$ cat config.mk
export PLATFORM = sky130hd
export DESIGN_NAME = string_hash_bucket_index_core
export DESIGN_NICKNAME = d
export VERILOG_FILES = /design/src/design/shbi_pkg.sv /design/src/design/shbi_front.sv /design/src/design/shbi_fifo.sv /design/src/design/shbi_mod.sv /design/src/design/string_hash_bucket_index_core.sv
export SDC_FILE = /design/constraint.sdc
export NUM_CORES = 1
export LEC_CHECK = 0
export ABC_AREA = 1
export ABC_CLOCK_PERIOD_IN_PS = 6260
export CORE_ASPECT_RATIO = 1.5
export CORE_MARGIN = 2
export CORE_UTILIZATION = 58
export DETAILED_ROUTE_END_ITERATION = 12
export DONT_BUFFER_PORTS = 1
export PLACE_DENSITY = 0.73
export SYNTH_ARGS = -nofsm -noshare
export SYNTH_HDL_FRONTEND = slang
export SYNTH_SLANG_ARGS = --single-unit
$ cat constraint.sdc
create_clock -name clk -period 6.26 [get_ports clk]
set_input_delay 0.626 -clock clk [delete_from_list [all_inputs] [get_ports clk]]
set_output_delay 0.626 -clock clk [all_outputs]
set_load 0.02 [all_outputs]
$ cat src/design/shbi_pkg.sv
package shbi_pkg;

	localparam int unsigned HashW    = 32;
	localparam int unsigned BucketW  = 31;
	localparam int unsigned LogW     = 5;
	localparam int unsigned ByteW    = 8;
	localparam int unsigned QDepth   = 4;
	localparam int unsigned QPtrW    = $clog2(QDepth);
	localparam int unsigned StepCntW = $clog2(HashW);
	localparam logic [LogW-1:0] LogReset = LogW'(3);
	localparam logic [StepCntW-1:0] LastStep = StepCntW'(HashW - 1);

	// one finished name waiting for its modulo
	typedef struct packed {
		logic [HashW-1:0]   hash;
		logic [BucketW-1:0] modulus;
	} qent_t;

	// largest prime below 2**lg (1 for lg 0, 2 for lg 1)
	function automatic logic [BucketW-1:0] prime_below(input logic [LogW-1:0] lg);
		logic [BucketW-1:0] p;
		unique case (lg)
			5'd0:  p = 31'd1;
			5'd1:  p = 31'd2;
			5'd2:  p = 31'd3;
			5'd3:  p = 31'd7;
			5'd4:  p = 31'd13;
			5'd5:  p = 31'd31;
			5'd6:  p = 31'd61;
			5'd7:  p = 31'd127;
			5'd8:  p = 31'd251;
			5'd9:  p = 31'd509;
			5'd10: p = 31'd1021;
			5'd11: p = 31'd2039;
			5'd12: p = 31'd4093;
			5'd13: p = 31'd8191;
			5'd14: p = 31'd16381;
			5'd15: p = 31'd32749;
			5'd16: p = 31'd65521;
			5'd17: p = 31'd131071;
			5'd18: p = 31'd262139;
			5'd19: p = 31'd524287;
			5'd20: p = 31'd1048573;
			5'd21: p = 31'd2097143;
			5'd22: p = 31'd4194301;
			5'd23: p = 31'd8388593;
			5'd24: p = 31'd16777213;
			5'd25: p = 31'd33554393;
			5'd26: p = 31'd67108859;
			5'd27: p = 31'd134217689;
			5'd28: p = 31'd268435399;
			5'd29: p = 31'd536870909;
			5'd30: p = 31'd1073741789;
			default: p = 31'd2147483647;
		endcase
		return p;
	endfunction

	function automatic logic [HashW-1:0] mix_byte(input logic [HashW-1:0] h_in,
	                                              input logic [ByteW-1:0] b);
		logic [HashW-1:0] h;
		h = h_in + HashW'(b);
		h = h + (h << 10);
		h = h ^ (h >> 6);
		return h;
	endfunction

	function automatic logic [HashW-1:0] finish_hash(input logic [HashW-1:0] h_in);
		logic [HashW-1:0] h;
		h = h_in + (h_in << 3);
		h = h ^ (h >> 11);
		h = h + (h << 15);
		return h;
	endfunction

endpackage

$ cat src/design/shbi_front.sv
module shbi_front
	import shbi_pkg::*;
(
	input  logic             clk,
	input  logic             arst_n,
	input  logic             s_tvalid,
	output logic             s_tready,
	input  logic [ByteW-1:0] s_tdata,
	input  logic             cfg_valid,
	output logic             cfg_ready,
	input  logic [LogW-1:0]  cfg_data,
	input  logic             q_full,
	output logic             q_push,
	output qent_t            q_wdata
);

	logic [HashW-1:0] run_hash_q;
	logic [LogW-1:0]  log2_q;
	logic             take;

	assign cfg_ready = 1'b1;
	assign s_tready  = !q_full;
	assign take      = s_tvalid && s_tready;
	assign q_push    = take && (s_tdata == '0);

	assign q_wdata.hash    = finish_hash(run_hash_q);
	assign q_wdata.modulus = prime_below(log2_q);

	always_ff @(posedge clk or negedge arst_n) begin
		if (!arst_n) begin
			run_hash_q <= '0;
			log2_q     <= LogReset;
		end else begin
			if (cfg_valid && cfg_ready) begin
				log2_q <= cfg_data;
			end
			if (take) begin
				if (s_tdata == '0) begin
					run_hash_q <= '0;
				end else begin
					run_hash_q <= mix_byte(run_hash_q, s_tdata);
				end
			end
		end
	end

endmodule

$ cat src/design/shbi_fifo.sv
module shbi_fifo
	import shbi_pkg::*;
(
	input  logic  clk,
	input  logic  arst_n,
	input  logic  push,
	input  qent_t wdata,
	output logic  full,
	input  logic  pop,
	output logic  nonempty,
	output qent_t rdata
);

	qent_t              mem_q [QDepth];
	logic [QPtrW-1:0]   wr_ptr_q;
	logic [QPtrW-1:0]   rd_ptr_q;
	logic [QPtrW:0]     count_q;

	assign full     = (count_q == (QPtrW+1)'(QDepth));
	assign nonempty = (count_q != '0);
	assign rdata    = mem_q[rd_ptr_q];

	always_ff @(posedge clk) begin
		if (push) begin
			mem_q[wr_ptr_q] <= wdata;
		end
	end

	always_ff @(posedge clk or negedge arst_n) begin
		if (!arst_n) begin
			wr_ptr_q <= '0;
			rd_ptr_q <= '0;
			count_q  <= '0;
		end else begin
			if (push) begin
				wr_ptr_q <= wr_ptr_q + 1'b1;
			end
			if (pop) begin
				rd_ptr_q <= rd_ptr_q + 1'b1;
			end
			if (push && !pop) begin
				count_q <= count_q + 1'b1;
			end else if (pop && !push) begin
				count_q <= count_q - 1'b1;
			end
		end
	end

endmodule

$ cat src/design/shbi_mod.sv
module shbi_mod
	import shbi_pkg::*;
(
	input  logic                       clk,
	input  logic                       arst_n,
	input  logic                       q_nonempty,
	input  qent_t                      q_rdata,
	output logic                       q_pop,
	output logic                       m_tvalid,
	input  logic                       m_tready,
	output logic [HashW+BucketW:0]     m_tdata
);

	logic                busy_q;
	logic [StepCntW-1:0] cnt_q;
	logic [HashW-1:0]    shift_q;
	logic [HashW-1:0]    hold_q;
	logic [BucketW-1:0]  mod_q;
	logic [HashW-1:0]    rem_q;
	logic                out_valid_q;
	logic [HashW-1:0]    out_hash_q;
	logic [BucketW-1:0]  out_bucket_q;

	logic [HashW-1:0]    rem_sh;
	logic [HashW-1:0]    rem_nx;
	logic                last;
	logic                out_free;
	logic                step;

	// restoring remainder, one hash bit per cycle, msb first; the last step waits while an untaken result is held
	assign rem_sh   = {rem_q[HashW-2:0], shift_q[HashW-1]};
	assign rem_nx   = (rem_sh >= {1'b0, mod_q}) ? rem_sh - {1'b0, mod_q} : rem_sh;
	assign last     = (cnt_q == LastStep);
	assign out_free = !out_valid_q || m_tready;
	assign step     = busy_q && (!last || out_free);
	assign q_pop    = !busy_q && q_nonempty;

	assign m_tvalid = out_valid_q;
	assign m_tdata  = {1'b0, out_bucket_q, out_hash_q};

	always_ff @(posedge clk or negedge arst_n) begin
		if (!arst_n) begin
			busy_q      <= 1'b0;
			cnt_q       <= '0;
			out_valid_q <= 1'b0;
		end else begin
			if (out_valid_q && m_tready) begin
				out_valid_q <= 1'b0;
			end
			if (q_pop) begin
				busy_q <= 1'b1;
				cnt_q  <= '0;
			end else if (step) begin
				cnt_q <= cnt_q + 1'b1;
				if (last) begin
					busy_q      <= 1'b0;
					out_valid_q <= 1'b1;
				end
			end
		end
	end

	always_ff @(posedge clk) begin
		if (q_pop) begin
			shift_q <= q_rdata.hash;
			hold_q  <= q_rdata.hash;
			mod_q   <= q_rdata.modulus;
			rem_q   <= '0;
		end else if (step) begin
			shift_q <= {shift_q[HashW-2:0], 1'b0};
			rem_q   <= rem_nx;
			if (last) begin
				out_hash_q   <= hold_q;
				out_bucket_q <= rem_nx[BucketW-1:0];
			end
		end
	end

	a_pop_idle: assert property (@(posedge clk) disable iff (!arst_n)
		q_pop |-> !busy_q)
		else $error("queue popped while modulo unit busy");

	a_rem_bound: assert property (@(posedge clk) disable iff (!arst_n)
		busy_q |-> (rem_q < {1'b0, mod_q}))
		else $error("partial remainder not below modulus");

	a_finish: assert property (@(posedge clk) disable iff (!arst_n)
		(step && last) |=> (!busy_q && out_valid_q))
		else $error("last step did not post a result");

	a_no_overwrite: assert property (@(posedge clk) disable iff (!arst_n)
		(out_valid_q && !m_tready) |-> !(step && last))
		else $error("pending result overwritten");

endmodule

$ cat src/design/string_hash_bucket_index_core.sv
// channel   dir   signals                      payload (lsb up)
// s_*       in    s_tvalid s_tready s_tdata    [7:0] name_byte
// m_*       out   m_tvalid m_tready m_tdata    [31:0] hash_value, [62:32] bucket_index, [63] zero
// cfg_*     in    cfg_valid cfg_ready cfg_data [4:0] table_size_log2
//
// Name bytes are taken one a cycle; s_tready drops only when the 4-entry name queue is full.
// Each zero byte queues one finished hash; the back end works through each name in a
// bit-serial modulo unit, one hash bit per step, and pops no new name until it is done.
// The ending byte's hash passes the queue and all modulo steps before m_tvalid rises.
// Reset (arst_n low, async) clears the running hash, queue and result; table_size_log2 -> 3.
// A stalled m_tready holds the last modulo step; bytes keep flowing until the queue fills.
module string_hash_bucket_index_core
	import shbi_pkg::*;
(
	input  logic                   clk,
	input  logic                   arst_n,
	// request in: name_byte [7:0]
	input  logic                   s_tvalid,
	output logic                   s_tready,
	input  logic [ByteW-1:0]       s_tdata,
	// request out: hash_value [31:0], bucket_index [62:32]
	output logic                   m_tvalid,
	input  logic                   m_tready,
	output logic [HashW+BucketW:0] m_tdata,
	// register write: table_size_log2 [4:0]
	input  logic                   cfg_valid,
	output logic                   cfg_ready,
	input  logic [LogW-1:0]        cfg_data
);

	logic  q_full;
	logic  q_push;
	logic  q_pop;
	logic  q_nonempty;
	qent_t q_wdata;
	qent_t q_rdata;

	// front: mixes bytes, finalizes on zero byte, looks up the prime
	shbi_front u_front (
		.clk       (clk),
		.arst_n    (arst_n),
		.s_tvalid  (s_tvalid),
		.s_tready  (s_tready),
		.s_tdata   (s_tdata),
		.cfg_valid (cfg_valid),
		.cfg_ready (cfg_ready),
		.cfg_data  (cfg_data),
		.q_full    (q_full),
		.q_push    (q_push),
		.q_wdata   (q_wdata)
	);

	// queue of finished hashes with their modulus
	shbi_fifo u_fifo (
		.clk      (clk),
		.arst_n   (arst_n),
		.push     (q_push),
		.wdata    (q_wdata),
		.full     (q_full),
		.pop      (q_pop),
		.nonempty (q_nonempty),
		.rdata    (q_rdata)
	);

	// back: serial modulo and output register
	shbi_mod u_mod (
		.clk        (clk),
		.arst_n     (arst_n),
		.q_nonempty (q_nonempty),
		.q_rdata    (q_rdata),
		.q_pop      (q_pop),
		.m_tvalid   (m_tvalid),
		.m_tready   (m_tready),
		.m_tdata    (m_tdata)
	);

endmodule

* Word level (Yosys, flattened, before mapping) *
Memories as Yosys holds them, arrays and structs flattened.
Index checks and enable logic that the tools add are counted.
W data, S select, Z words.

storage, ports and cells
  flip-flop bits (word level) = 240
  bits in writable memories = 252
  bits in read-only memories = 992
  input port bits = 18
  output and inout bits = 67
  word-level logic and storage cells = 71
  memories = 2

operators by class
  $add $sub $neg = 10
  $lt $le $gt $ge = 1
  equality and inequality tests = 2
  mux-type cells = 17
  bitwise operators = 3
  reduce and logical (&&, ||, !) cells = 22

memory list
  name             words  width  read ports  clocked after Yosys merged registers in  write ports  RTL line         source
  (no name shown)  32     31     1           0                                        0            shbi_pkg.sv:22   unique case (lg)
  u_fifo.mem_q     4      63     1           0                                        1            shbi_fifo.sv:14  qent_t mem_q [QDepth];

operators by type and width
  operator               count
  $add A32 B32 Y32       3
  $mux W32               3
  $add A32 B8 Y32        1
  $ge A32 B31 Y1         1
  $xor A32 B21 Y32       1
  $xor A32 B26 Y32       1
  $mux W31               1
  $sub A31 B31 Y31       1
  $mux W5                2
  $mux W1                9
  $logic_not A8 Y1       1
  $logic_and A1 B1 Y1    7
  $logic_not A1 Y1       6
  $mux W3                2
  $reduce_bool A2 Y1     3
  $add A5 B1 Y5 const B  1
  $eq A5 B5 Y1 const B   1
  $add A2 B1 Y2 const B  2
  $add A3 B1 Y3 const B  1
  $eq A3 B3 Y1 const B   1
  $reduce_and A3 Y1      1
  $reduce_bool A3 Y1     1
  $sub A3 B1 Y3 const B  1
  $logic_or A1 B1 Y1     2
  2 further kinds        2

* Depth between registers and ports, before layout *
Gate-level depths: netlist (run 1).

  word-level depth = 8
  mapped depth = 30
  depth with buffers taken out = 30

* Cells and area by module *
A second synthesis (run 1) with hierarchy kept.

unflattened totals
  cell total of the unflattened synthesis = 2895
  area, all modules = 26928.3 um2

by module, submodules not included
  module      instances  cells an instance  area an instance (um2)  sequential area each (um2)
  shbi_fifo   1          783                10590.2                 7742.4
  shbi_mod    1          1036               9459.1                  5540.3
  shbi_front  1          1076               6879.1                  928.4

* Least setup slack after synthesis (run 1) *
Ideal clock, no wire load.

  path kind = input -> register
  from = input port s_tdata[1]
  to = memory u_fifo.mem_q[0][0] in the netlist's numbering, enable pin
  library setup time = 484 ps
  arrival time = 3972 ps
  data required time = 5776 ps
  path slack = 1803 ps
  stages on the path = 5
  path buffers = 0
  path through = nor4_1 > nand2_1 > nor2_1 > inv_1 > nor2_1

on the way
  word-level cells in the longest chain between the ends = 4

ends and longest elaborated chain
  what                           RTL line                             source
  start, declared                string_hash_bucket_index_core.sv:20  input logic [ByteW-1:0] s_tdata,
  $logic_not A8 Y1               shbi_front.sv:24                     assign q_push = take && (s_tdata == '0);
  $logic_and A1 B1 Y1            shbi_front.sv:24
  net q_push                     string_hash_bucket_index_core.sv:32  logic q_push;
  $mux W1                        shbi_fifo.sv:24                      if (push) begin
  $mux W1 (not written as such)  shbi_fifo.sv:25                      mem_q[wr_ptr_q] <= wdata;
  end, declared                  shbi_fifo.sv:14

The timed path passes the listed nets, and every way through them passes these cells.

==> flow_metrics.env, run 1 <==
export IMPL_max_freq_mhz=195.4
export IMPL_finalMaxSlewViolations=0
export IMPL_cp_max_fo=5
export IMPL_min_to="u_front.log2_q[0]$_DFFE_PN1P_"
export IMPL_tightest_slew_ps=1112
export IMPL_hold_path_depth=1
export IMPL_areaGrowthSynthToFinish_pct=9.097
export IMPL_synth_most_common_cell="nand2_1"
export IMPL_ant_nets=0
export IMPL_viasPerCell=5.856
export IMPL_slew_headroom=0.2543
export IMPL_drc_errors=0
export IMPL_postCtsSetupBuffers=0
export IMPL_fp_dieH_um=258.8
export IMPL_maxCapViolations=0
export IMPL_min_period_over_period=0.8176
export IMPL_rr_endpoint="u_fifo.mem_q[3][59]$_DFFE_PP_"
export IMPL_synth_top_family_by_area="simple AND/OR/NAND/NOR gates"
export IMPL_grt_max_degree=97
export IMPL_synthXorXnorAreaFrac=0.04392
export IMPL_synth_cell_type_count=63
export IMPL_die_area_mm2=0.04499
export IMPL_vias=18190
export IMPL_yosys_register_bits=492
export IMPL_critPathSlowestCell="xor2_1"
export IMPL_finalHoldViolCount=0
export IMPL_numCtsBuffers=46
export IMPL_start_kind="flip-flop"
export IMPL_grt_pass1_wl_um=96520
export IMPL_synth_area_per_cell_um2=10.02
export IMPL_rsz0062_at_grt="no"
export IMPL_slowest_delay_ps=620
export IMPL_finalClockSkew_ps=18.84
export IMPL_yosysSeqAreaShare=0.5662
export IMPL_htreeDepth=2
export IMPL_crit_arrival_ps=5480
export IMPL_dp_hpwl_um=43460
export IMPL_synthesis_instances=2505
export IMPL_synth_simple_area_share=0.1617
export IMPL_drt_iter0_drc=1280
export IMPL_clkTransAtPathRegs_ps=60
export IMPL_synth_commonest_cells="nand2_1 (465), edfxtp_1 (410), nor2_1 (248)"
export IMPL_muxShareOfSynthArea=0
export IMPL_yosysTopAreaCellShare=0.4905
export IMPL_rows=93
export IMPL_status="completed"
export IMPL_rrSetupSlack_ps=1140
export IMPL_grtUsageTotal=0.2719
export IMPL_wl_per_cell_um=19.67
export IMPL_grt_remaining_overflow=0
export IMPL_ys_flop_type="edfxtp_1"
export IMPL_antenna_cells=0
export IMPL_r2r_cells=21
export IMPL_drive_gt1_frac=0.08202
export IMPL_core_region_area_mm2=0.04282
export IMPL_synth_edf_count=410
export IMPL_r2r_start="u_front.run_hash_q[0]$_DFFE_PN0P_"
export IMPL_nets=2639
export IMPL_start_util=0.5862
export IMPL_seq_area_mm2=0.01421
export IMPL_fin_crit_ps=5118
export IMPL_antenna_found_initial=0
export IMPL_worstPathCellList="ha_1 -> fa_1 -> nand3_1 -> nand2_1 -> a21oi_1 -> nor2_1 -> nor2_1 -> xnor2_1 -> xor2_1 -> ha_1 -> nand3_1 -> nand3_1 -> a31oi_1 -> o21ai_0 -> nand2_1 -> nand2_1 -> a21oi_1 -> o21ai_0 -> a21oi_1 -> o21ai_0 -> xor2_1"
export IMPL_ctsRootBufferMaster="clkbuf_16"
export IMPL_crit_start="u_front.run_hash_q[0]$_DFFE_PN0P_"
export IMPL_synthAdderAreaFrac=0.06311
export IMPL_worstHoldStart="cfg_valid"
export IMPL_portBuffers=0
export IMPL_layout_filler_cells=3493
export IMPL_path_buf_inv=0
export IMPL_wirelength_um=61110
export IMPL_worstSetupEndpointType="flip-flop"
export IMPL_first_global_vias=18410
export IMPL_crit_type="reg2reg"
export IMPL_cts_resized=0
export IMPL_dr_pass1_iters=7
export IMPL_synthArstFlopShare=0.1037
export IMPL_synth_top_area_cell="edfxtp_1"
export IMPL_cp_required_ps=6620
export IMPL_multi_input_area_mm2=0.009776
export IMPL_synth_compound_area_frac=0.1185
export IMPL_cts_tree="built"
export IMPL_clock_path_buffers=3
export IMPL_boundaryPins=85
export IMPL_clock_latency_ps=570
export IMPL_synthTopCellsByArea="edfxtp_1 (49%), nand2_1 (7.0%), ha_1 (5.8%)"
export IMPL_tns_ps=0
export IMPL_fp_dieW_um=173.9
export IMPL_syn_num_nets=2646
export IMPL_gp_congestion=1.001
export IMPL_clock_sinks=492
export IMPL_setup_viol=0
export IMPL_hold_path_class="in2reg"
export IMPL_syn_area_mm2=0.02510
export IMPL_cp_top_family="compound AO/OA/AOI/OAI gates"
export IMPL_yosys_warnings=0
state kept, by name, summed over array words and instances, names as in the netlist, 31 cells and up:
| signal | flops |
|---|---|
| u_mod.out_hash_q | 32 |
| u_mod.mod_q | 31 |
| u_mod.shift_q | 32 |
| u_fifo.mem_q | 252 |
| u_mod.out_bucket_q | 31 |
| u_front.run_hash_q | 32 |
| u_mod.rem_q | 31 |
| u_mod.hold_q | 32 |
area by class of cell:
class / count / share of cell area
inverter: 231 / 0.03180
sequential: 492 / 0.5191
tap: 570 / 0.02604
timing repair buffer: 16 / 0.005209
multi-input combinational: 1711 / 0.3570
clock buffer: 67 / 0.05122
clock inverter: 19 / 0.009641
metal layers:
layer  GRT usage  vias up  part of all wire
met4      0.1370        0             0.050
li1            -     8664                 -
met2      0.5065      566              0.52
met1      0.3090     8795              0.39
met3     0.02817      164             0.044
met5           0        -                 0
cell families after synthesis:
group / after synthesis
simple gates: 936
compound gates: 530
flops: 492
buf+inv: 302
fa+ha+maj: 123
xor+xnor: 120
other cells: 2
worst max path at each step:
stage | to | slack, ps | depth (start not counted)
floorplan | u_fifo.mem_q[0][0]$_DFFE_PP_ | 1800 | 5
global placement | u_fifo.mem_q[3][59]$_DFFE_PP_ | 1260 | 26
detailed placement | u_fifo.mem_q[0][59]$_DFFE_PP_ | 1190 | 25
CTS | u_fifo.mem_q[3][59]$_DFFE_PP_ | 1170 | 25
global route | u_fifo.mem_q[0][59]$_DFFE_PP_ | 540 | 25
finish | u_fifo.mem_q[3][59]$_DFFE_PP_ | 1140 | 21
cells in the final DEF, fill, tap and decap left out, types with 12 or more instances in the layout:
cell	instances
o21ai_1	25
nand3_1	89
a21oi_1	121
nor3_1	25
nand3_2	12
xor2_1	83
inv_1	218
nor2_1	244
dfrtp_1	48
o22ai_1	70
dfxtp_1	31
o21ai_0	240
ha_1	117
nand4_1	19
xnor2_1	31
buf_4	14
edfxtp_1	410
o21bai_1	13
clkbuf_8	13
nor2_2	13
clkbuf_16	48
nand2_1	464
nand2_2	32
through the flow:
stage,setup slack [ps],utilization,std cells,hold WS (ps),cell area [µm²]
finish,1142,0.6395,3106,133.8,27380
global route,535.2,0.6395,3106,123.4,27380
CTS,1170,0.6395,3106,116.8,27380
detailed placement,1190,0.5997,3018,332.5,25680
global placement,1257,0.5997,3018,332.2,25680
floorplan,1803,-,2505,330.4,25100
repair_timing:
| item | 4_1_cts | 5_1_grt |
|---|---|---|
| hold buffers | 2 | 0 |
| endpoints found under the setup margin | 0 | 0 |
| hold endpoints to repair | 51 | 0 |
Power of run 1 is left out: the tool's default activity adds up to more than one toggle a clock period on the data nets, which glitch-free logic cannot reach.
==> run 2: changes to the inputs <==
--- a/config.mk
+++ b/config.mk
@@ -5,8 +5,8 @@
 export SDC_FILE = /design/constraint.sdc
 export NUM_CORES = 1
 export LEC_CHECK = 0
-export ABC_AREA = 1
-export ABC_CLOCK_PERIOD_IN_PS = 6260
+export ABC_AREA = 0
+export ABC_CLOCK_PERIOD_IN_PS = 5120
 export CORE_ASPECT_RATIO = 1.5
 export CORE_MARGIN = 2
 export CORE_UTILIZATION = 58
==> constraint.sdc (replaced) <==
create_clock -name clk -period 5.12 [get_ports clk]
set_input_delay 0.512 -clock clk [delete_from_list [all_inputs] [get_ports clk]]
set_output_delay 0.512 -clock clk [all_outputs]
set_load 0.02 [all_outputs]
==> flow_metrics.env, run 2 <==
export IMPL_max_flop_register="u_fifo.mem_q"
export IMPL_yosys_register_bits=492
export IMPL_vias=15070
export IMPL_ys_flop_type="edfxtp_1"
export IMPL_antenna_found_initial=0
export IMPL_worstSetupEndpointType="flip-flop"
export IMPL_synth_commonest_cells="edfxtp_1 (410), nand2_1 (168), ha_1 (117)"
export IMPL_yosysSeqAreaShare=0.5886
export IMPL_dr_pass1_iters=5
export IMPL_r2r_cells=25
export IMPL_setup_slack_ps=-682.1
export IMPL_synthTopCellsByArea="edfxtp_1 (51%), ha_1 (6.1%), mux4_2 (6.0%)"
export IMPL_finalClockSkew_ps=16.92
export IMPL_rsz0062_at_grt="yes"
export IMPL_htreeDepth=2
export IMPL_synth_most_common_cell="edfxtp_1"
export IMPL_wirelength_um=51610
export IMPL_r2r_start="u_front.run_hash_q[3]$_DFFE_PN0P_"
export IMPL_synthArstFlopShare=0.1037
export IMPL_violations="negative setup slack"
export IMPL_numCtsBuffers=43
export IMPL_status="finished, violations left"
export IMPL_gp_congestion=0.9456
export IMPL_synthesis_instances=1808
export IMPL_finalHoldViolCount=0
export IMPL_yosysTopAreaCellShare=0.5100
export IMPL_drc_errors=0
export IMPL_max_freq_mhz=172.4
export IMPL_yosys_warnings=0
export IMPL_layout_filler_cells=2775
export IMPL_synth_area_per_cell_um2=13.35
export IMPL_cp_max_fo=4
export IMPL_portBuffers=0
export IMPL_fp_dieW_um=170.6
export IMPL_synth_cell_type_count=89
export IMPL_clkTransAtPathRegs_ps=70
export IMPL_core_region_area_mm2=0.04110
export IMPL_hold_path_class="in2reg"
export IMPL_rrSetupSlack_ps=-680
export IMPL_min_period_over_period=1.133
export IMPL_nets=2132
export IMPL_fp_dieH_um=253.9
export IMPL_layout_commonest_cell="edfxtp_1"
export IMPL_wl_per_cell_um=19.97
export IMPL_areaGrowthSynthToFinish_pct=18.22
export IMPL_ant_nets=0
export IMPL_fin_hold_ws_ps=73.72
export IMPL_clock_path_buffers=3
export IMPL_grtUsageTotal=0.2438
export IMPL_finalMaxSlewViolations=0
export IMPL_slew_headroom=0.1941
export IMPL_grt_max_degree=101
export IMPL_drt_iter0_drc=994
export IMPL_start_util=0.5873
export IMPL_rows=91
export IMPL_first_global_vias=15220
export IMPL_setup_viol=35
export IMPL_cts_tree="built"
export IMPL_clock_sinks=492
export IMPL_synth_top_area_cell="edfxtp_1"
export IMPL_grt_pass1_wl_um=82300
export IMPL_dp_hpwl_um=35480
export IMPL_boundaryPins=85
export IMPL_die_area_mm2=0.04331
export IMPL_drive_gt1_frac=0.2459
export IMPL_start_kind="flip-flop"
export IMPL_syn_area_mm2=0.02414
export IMPL_syn_num_nets=1949
export IMPL_crit_type="reg2reg"
export IMPL_maxCapViolations=0
export IMPL_synth_edf_count=410
export IMPL_rr_endpoint="u_fifo.mem_q[3][62]$_DFFE_PP_"
export IMPL_cp_required_ps=5420
export IMPL_crit_start="u_front.run_hash_q[3]$_DFFE_PN0P_"
export IMPL_tns_ps=-11350
export IMPL_fin_crit_ps=5802
export IMPL_ctsRootBufferMaster="clkbuf_16"
export IMPL_place_area_mm2=0.02598
export IMPL_clock_latency_ps=570
export IMPL_tightest_slew_ps=1209
export IMPL_largest_reg_flops=252
export IMPL_fin_area_mm2=0.02854
export IMPL_grt_remaining_overflow=0
export IMPL_crit_arrival_ps=6100
export IMPL_crit_path_end="u_fifo.mem_q[3][62]$_DFFE_PP_"
export IMPL_final_cell_mix="edfxtp_1 (410), buf_4 (189), nand2_1 (166)"
export IMPL_viasPerCell=5.832
export IMPL_place_ws_ps=-570.6
==> run 2: worst min-delay path by stage <==
stage,from,end,slack [ps],cells after the start
floorplan,arst_n,u_fifo.count_q[0]$_DFFE_PN0P_,220,0
global placement,arst_n,u_mod.cnt_q[4]$_DFFE_PN0P_,220,0
detailed placement,arst_n,u_mod.m_tvalid$_DFF_PN0_,220,0
CTS,cfg_valid,u_front.log2_q[1]$_DFFE_PN1P_,60,2
global route,cfg_data[2],u_front.log2_q[2]$_DFFE_PN0P_,90,1
finish,cfg_valid,u_front.log2_q[1]$_DFFE_PN1P_,70,2
==> run 2: logic make-up (layout without fill, tap and decap cells) <==
group	after synthesis	count (layout)	share of synthesized area
compound gates	364	364	0.1079
flops	492	492	0.5887
simple gates	423	423	0.08059
fa+ha+maj	123	123	0.06561
mux	85	85	0.06934
other cells	2	3	0.0003111
buf+inv	148	365	0.02374
xor+xnor	171	171	0.06385
==> run 2: what timing repair did <==
action                                  4_1_cts  5_1_grt
endpoints found under the hold margin        53        0
setup buffers                                17       27
pin swaps                                    23       84
hold buffers                                  3        0
gates resized for setup                      33       90
endpoints found under the setup margin       48       62
==> run 2: critical path: stages, from the launching register on <==
cell	delay, ps
dfrtp_1	400
ha_2	220
fa_2	370
a21o_1	180
a21oi_2	170
o21bai_2	120
a2111oi_4	420
nor3_2	90
a211o_1	360
a41oi_4	270
buf_4	150
nor2_1	40
a221o_1	330
a21oi_2	150
xnor2_1	160
xor2_1	190
ha_1	270
o21a_1	150
o41ai_4	340
o21ai_2	120
nor4_2	250
o41ai_2	140
a21o_1	180
a21oi_2	170
xor2_2	200
xnor2_2	100
==> run 2: area by class of cell <==
class	instances	area (µm²)	share of cell area
repair buffers	206	1677	0.05874
multi-input cells	1168	10060	0.3526
clock buffers	53	1175	0.04116
flip-flops and latches	492	14220	0.4981
well taps	558	698.2	0.02446
diodes	1	2.502	0.00008768
clock inverters	26	402.9	0.01412
inverters	80	306.5	0.01074
==> run 2: metrics by stage <==
stage / utilization / std cells
after floorplan: - / 1808
final: 0.6944 / 2584
after detailed placement: 0.6320 / 2462
after CTS: 0.6793 / 2560
after global placement: 0.6320 / 2462
after global routing: 0.6943 / 2583
==> run 2: metal layers <==
metal	part of all wire	up-vias	track usage	routed length (µm)
met5	0	-	0	0
met4	0.033	0	0.08571	1710
met3	0.039	94	0.02554	1996
met2	0.52	375	0.4242	26820
met1	0.41	7494	0.3188	21090
li1	-	7107	-	-
Power of run 2 is left out for the same reason.
==> run 3: changes to the inputs <==
--- a/config.mk
+++ b/config.mk
@@ -8,11 +8,12 @@
 export ABC_AREA = 0
 export ABC_CLOCK_PERIOD_IN_PS = 5120
 export CORE_ASPECT_RATIO = 1.5
-export CORE_MARGIN = 2
+export CORE_MARGIN = 8
 export CORE_UTILIZATION = 58
 export DETAILED_ROUTE_END_ITERATION = 12
 export DONT_BUFFER_PORTS = 1
 export PLACE_DENSITY = 0.73
+export RECOVER_POWER = 100
 export SYNTH_ARGS = -nofsm -noshare
 export SYNTH_HDL_FRONTEND = slang
 export SYNTH_SLANG_ARGS = --single-unit
==> flow_metrics.env, run 3 (synthesized netlist as in run 2, its figures left out) <==
export IMPL_start_kind="flip-flop"
export IMPL_max_flop_register="u_fifo.mem_q"
export IMPL_max_freq_mhz=176.8
export IMPL_antenna_found_initial=1
export IMPL_dp_hpwl_um=36050
export IMPL_htreeDepth=2
export IMPL_drc_errors=0
export IMPL_rows=91
export IMPL_finalHoldViolCount=0
export IMPL_viasPerCell=5.878
export IMPL_setup_viol=29
export IMPL_layout_commonest_cell="edfxtp_1"
export IMPL_grt_max_degree=73
export IMPL_clock_path_buffers=3
export IMPL_drive_gt1_frac=0.2392
export IMPL_layout_filler_cells=2756
export IMPL_boundaryPins=85
export IMPL_worstSetupEndpointType="flip-flop"
export IMPL_slowest_delay_ps=420
export IMPL_seq_area_mm2=0.01421
export IMPL_hold_path_class="in2reg"
export IMPL_fin_crit_ps=5655
export IMPL_wl_per_cell_um=20.42
export IMPL_clkTransAtPathRegs_ps=60
export IMPL_multi_input_area_mm2=0.01005
export IMPL_cp_required_ps=5400
export IMPL_antenna_cells=0
export IMPL_finalMaxSlewViolations=520
export IMPL_tns_ps=-8689
export IMPL_areaGrowthSynthToFinish_pct=17.18
export IMPL_grtUsageTotal=0.2132
export IMPL_tightest_slew_ps=2826
export IMPL_cp_max_fo=4
export IMPL_numCtsBuffers=43
export IMPL_start_util=0.5873
export IMPL_violations="max-capacitance violations, max-slew violations, negative setup slack"
export IMPL_crit_type="reg2reg"
export IMPL_drt_iter0_drc=1002
export IMPL_dr_pass1_iters=5
export IMPL_grt_pass1_wl_um=82130
export IMPL_largest_reg_flops=252
export IMPL_finalClockSkew_ps=14.61
export IMPL_path_buf_inv=1
export IMPL_vias=15250
export IMPL_portBuffers=0
export IMPL_slew_headroom=-0.8843
export IMPL_wirelength_um=52960
export IMPL_clock_sinks=492
export IMPL_ant_nets=0
export IMPL_core_region_area_mm2=0.04110
export IMPL_rsz0062_at_grt="yes"
export IMPL_ctsRootBufferMaster="clkbuf_16"
export IMPL_critPathSlowestCell="dfrtp_1"
export IMPL_crit_arrival_ps=5940
export IMPL_grt_remaining_overflow=0
export IMPL_fp_dieW_um=182.6
export IMPL_gp_congestion=0.9303
export IMPL_die_area_mm2=0.04854
export IMPL_fp_dieH_um=265.9
export IMPL_first_global_vias=15350
export IMPL_nets=2144
export IMPL_cp_top_family="compound AO/OA/AOI/OAI gates"
export IMPL_status="finished, violations left"
export IMPL_min_period_over_period=1.105
export IMPL_setup_slack_ps=-535.3
export IMPL_final_cell_mix="edfxtp_1 (410), buf_4 (194), nand2_1 (165)"
export IMPL_cts_tree="built"
export IMPL_maxCapViolations=10
export IMPL_clock_latency_ps=560
==> run 3: worst paths after layout <==
kind	startpoint	to	slack, ps	cells after the start
setup / recovery	u_front.run_hash_q[1]$_DFFE_PN0P_	u_fifo.mem_q[0][62]$_DFFE_PP_	-540	25
hold / removal	cfg_valid	u_front.log2_q[0]$_DFFE_PN1P_	40	1
setup reg to reg	u_front.run_hash_q[1]$_DFFE_PN0P_	u_fifo.mem_q[0][62]$_DFFE_PP_	-540	25
hold reg to reg	u_mod.hold_q[4]$_DFFE_PP_	u_mod.out_hash_q[4]$_DFFE_PP_	420	0
max in group asynchronous	arst_n	u_front.run_hash_q[4]$_DFFE_PN0P_	1860	2
min in group asynchronous	arst_n	u_mod.cnt_q[0]$_DFFE_PN0P_	1420	2
==> run 3: final cells by class <==
cell class,instances,area share
sequential,492,0.5024
multi-input combinational,1168,0.3552
timing repair buffer,218,0.05781
clock inverter,24,0.008271
tap,558,0.02468
inverter,80,0.01066
clock buffer,54,0.04091
==> run 3: timing repair <==
action / 4_1_cts / 5_1_grt
gates resized for setup: 45 / 66
gates cloned: 0 / 0
setup buffers: 37 / 22
endpoints found under the setup margin: 48 / 61
pin swaps: 36 / 49
hold endpoints to repair: 52 / 0
hold buffers: 3 / 0
==> run 3: through the flow <==
step / utilization / hold slack (ps) / area, µm² / worst slack [ps] / instances
5_1_grt: 0.6883 / 30.56 / 28290 / -834.9 / 2594
2_1_floorplan: - / 216.4 / 24240 / -351.6 / 1808
3_5_place_dp: 0.6309 / 221.0 / 25930 / -600.7 / 2458
3_3_place_gp: 0.6309 / 220.8 / 25930 / -464.9 / 2458
6_report: 0.6883 / 43.48 / 28290 / -535.3 / 2594
4_1_cts: 0.6782 / 13.19 / 27870 / -509.9 / 2574
==> run 3: layer usage <==
| layer | wire length, µm | share of wire | vias up | global-route usage |
|---|---|---|---|---|
| li1 | - | - | 7132 | - |
| met1 | 21180 | 0.40 | 7558 | 0.2583 |
| met2 | 27670 | 0.52 | 439 | 0.3843 |
| met3 | 2157 | 0.041 | 116 | 0.02634 |
| met4 | 1947 | 0.037 | 2 | 0.07887 |
| met5 | 13 | 0.00025 | - | 0 |
Power of run 3 is left out for the same reason.
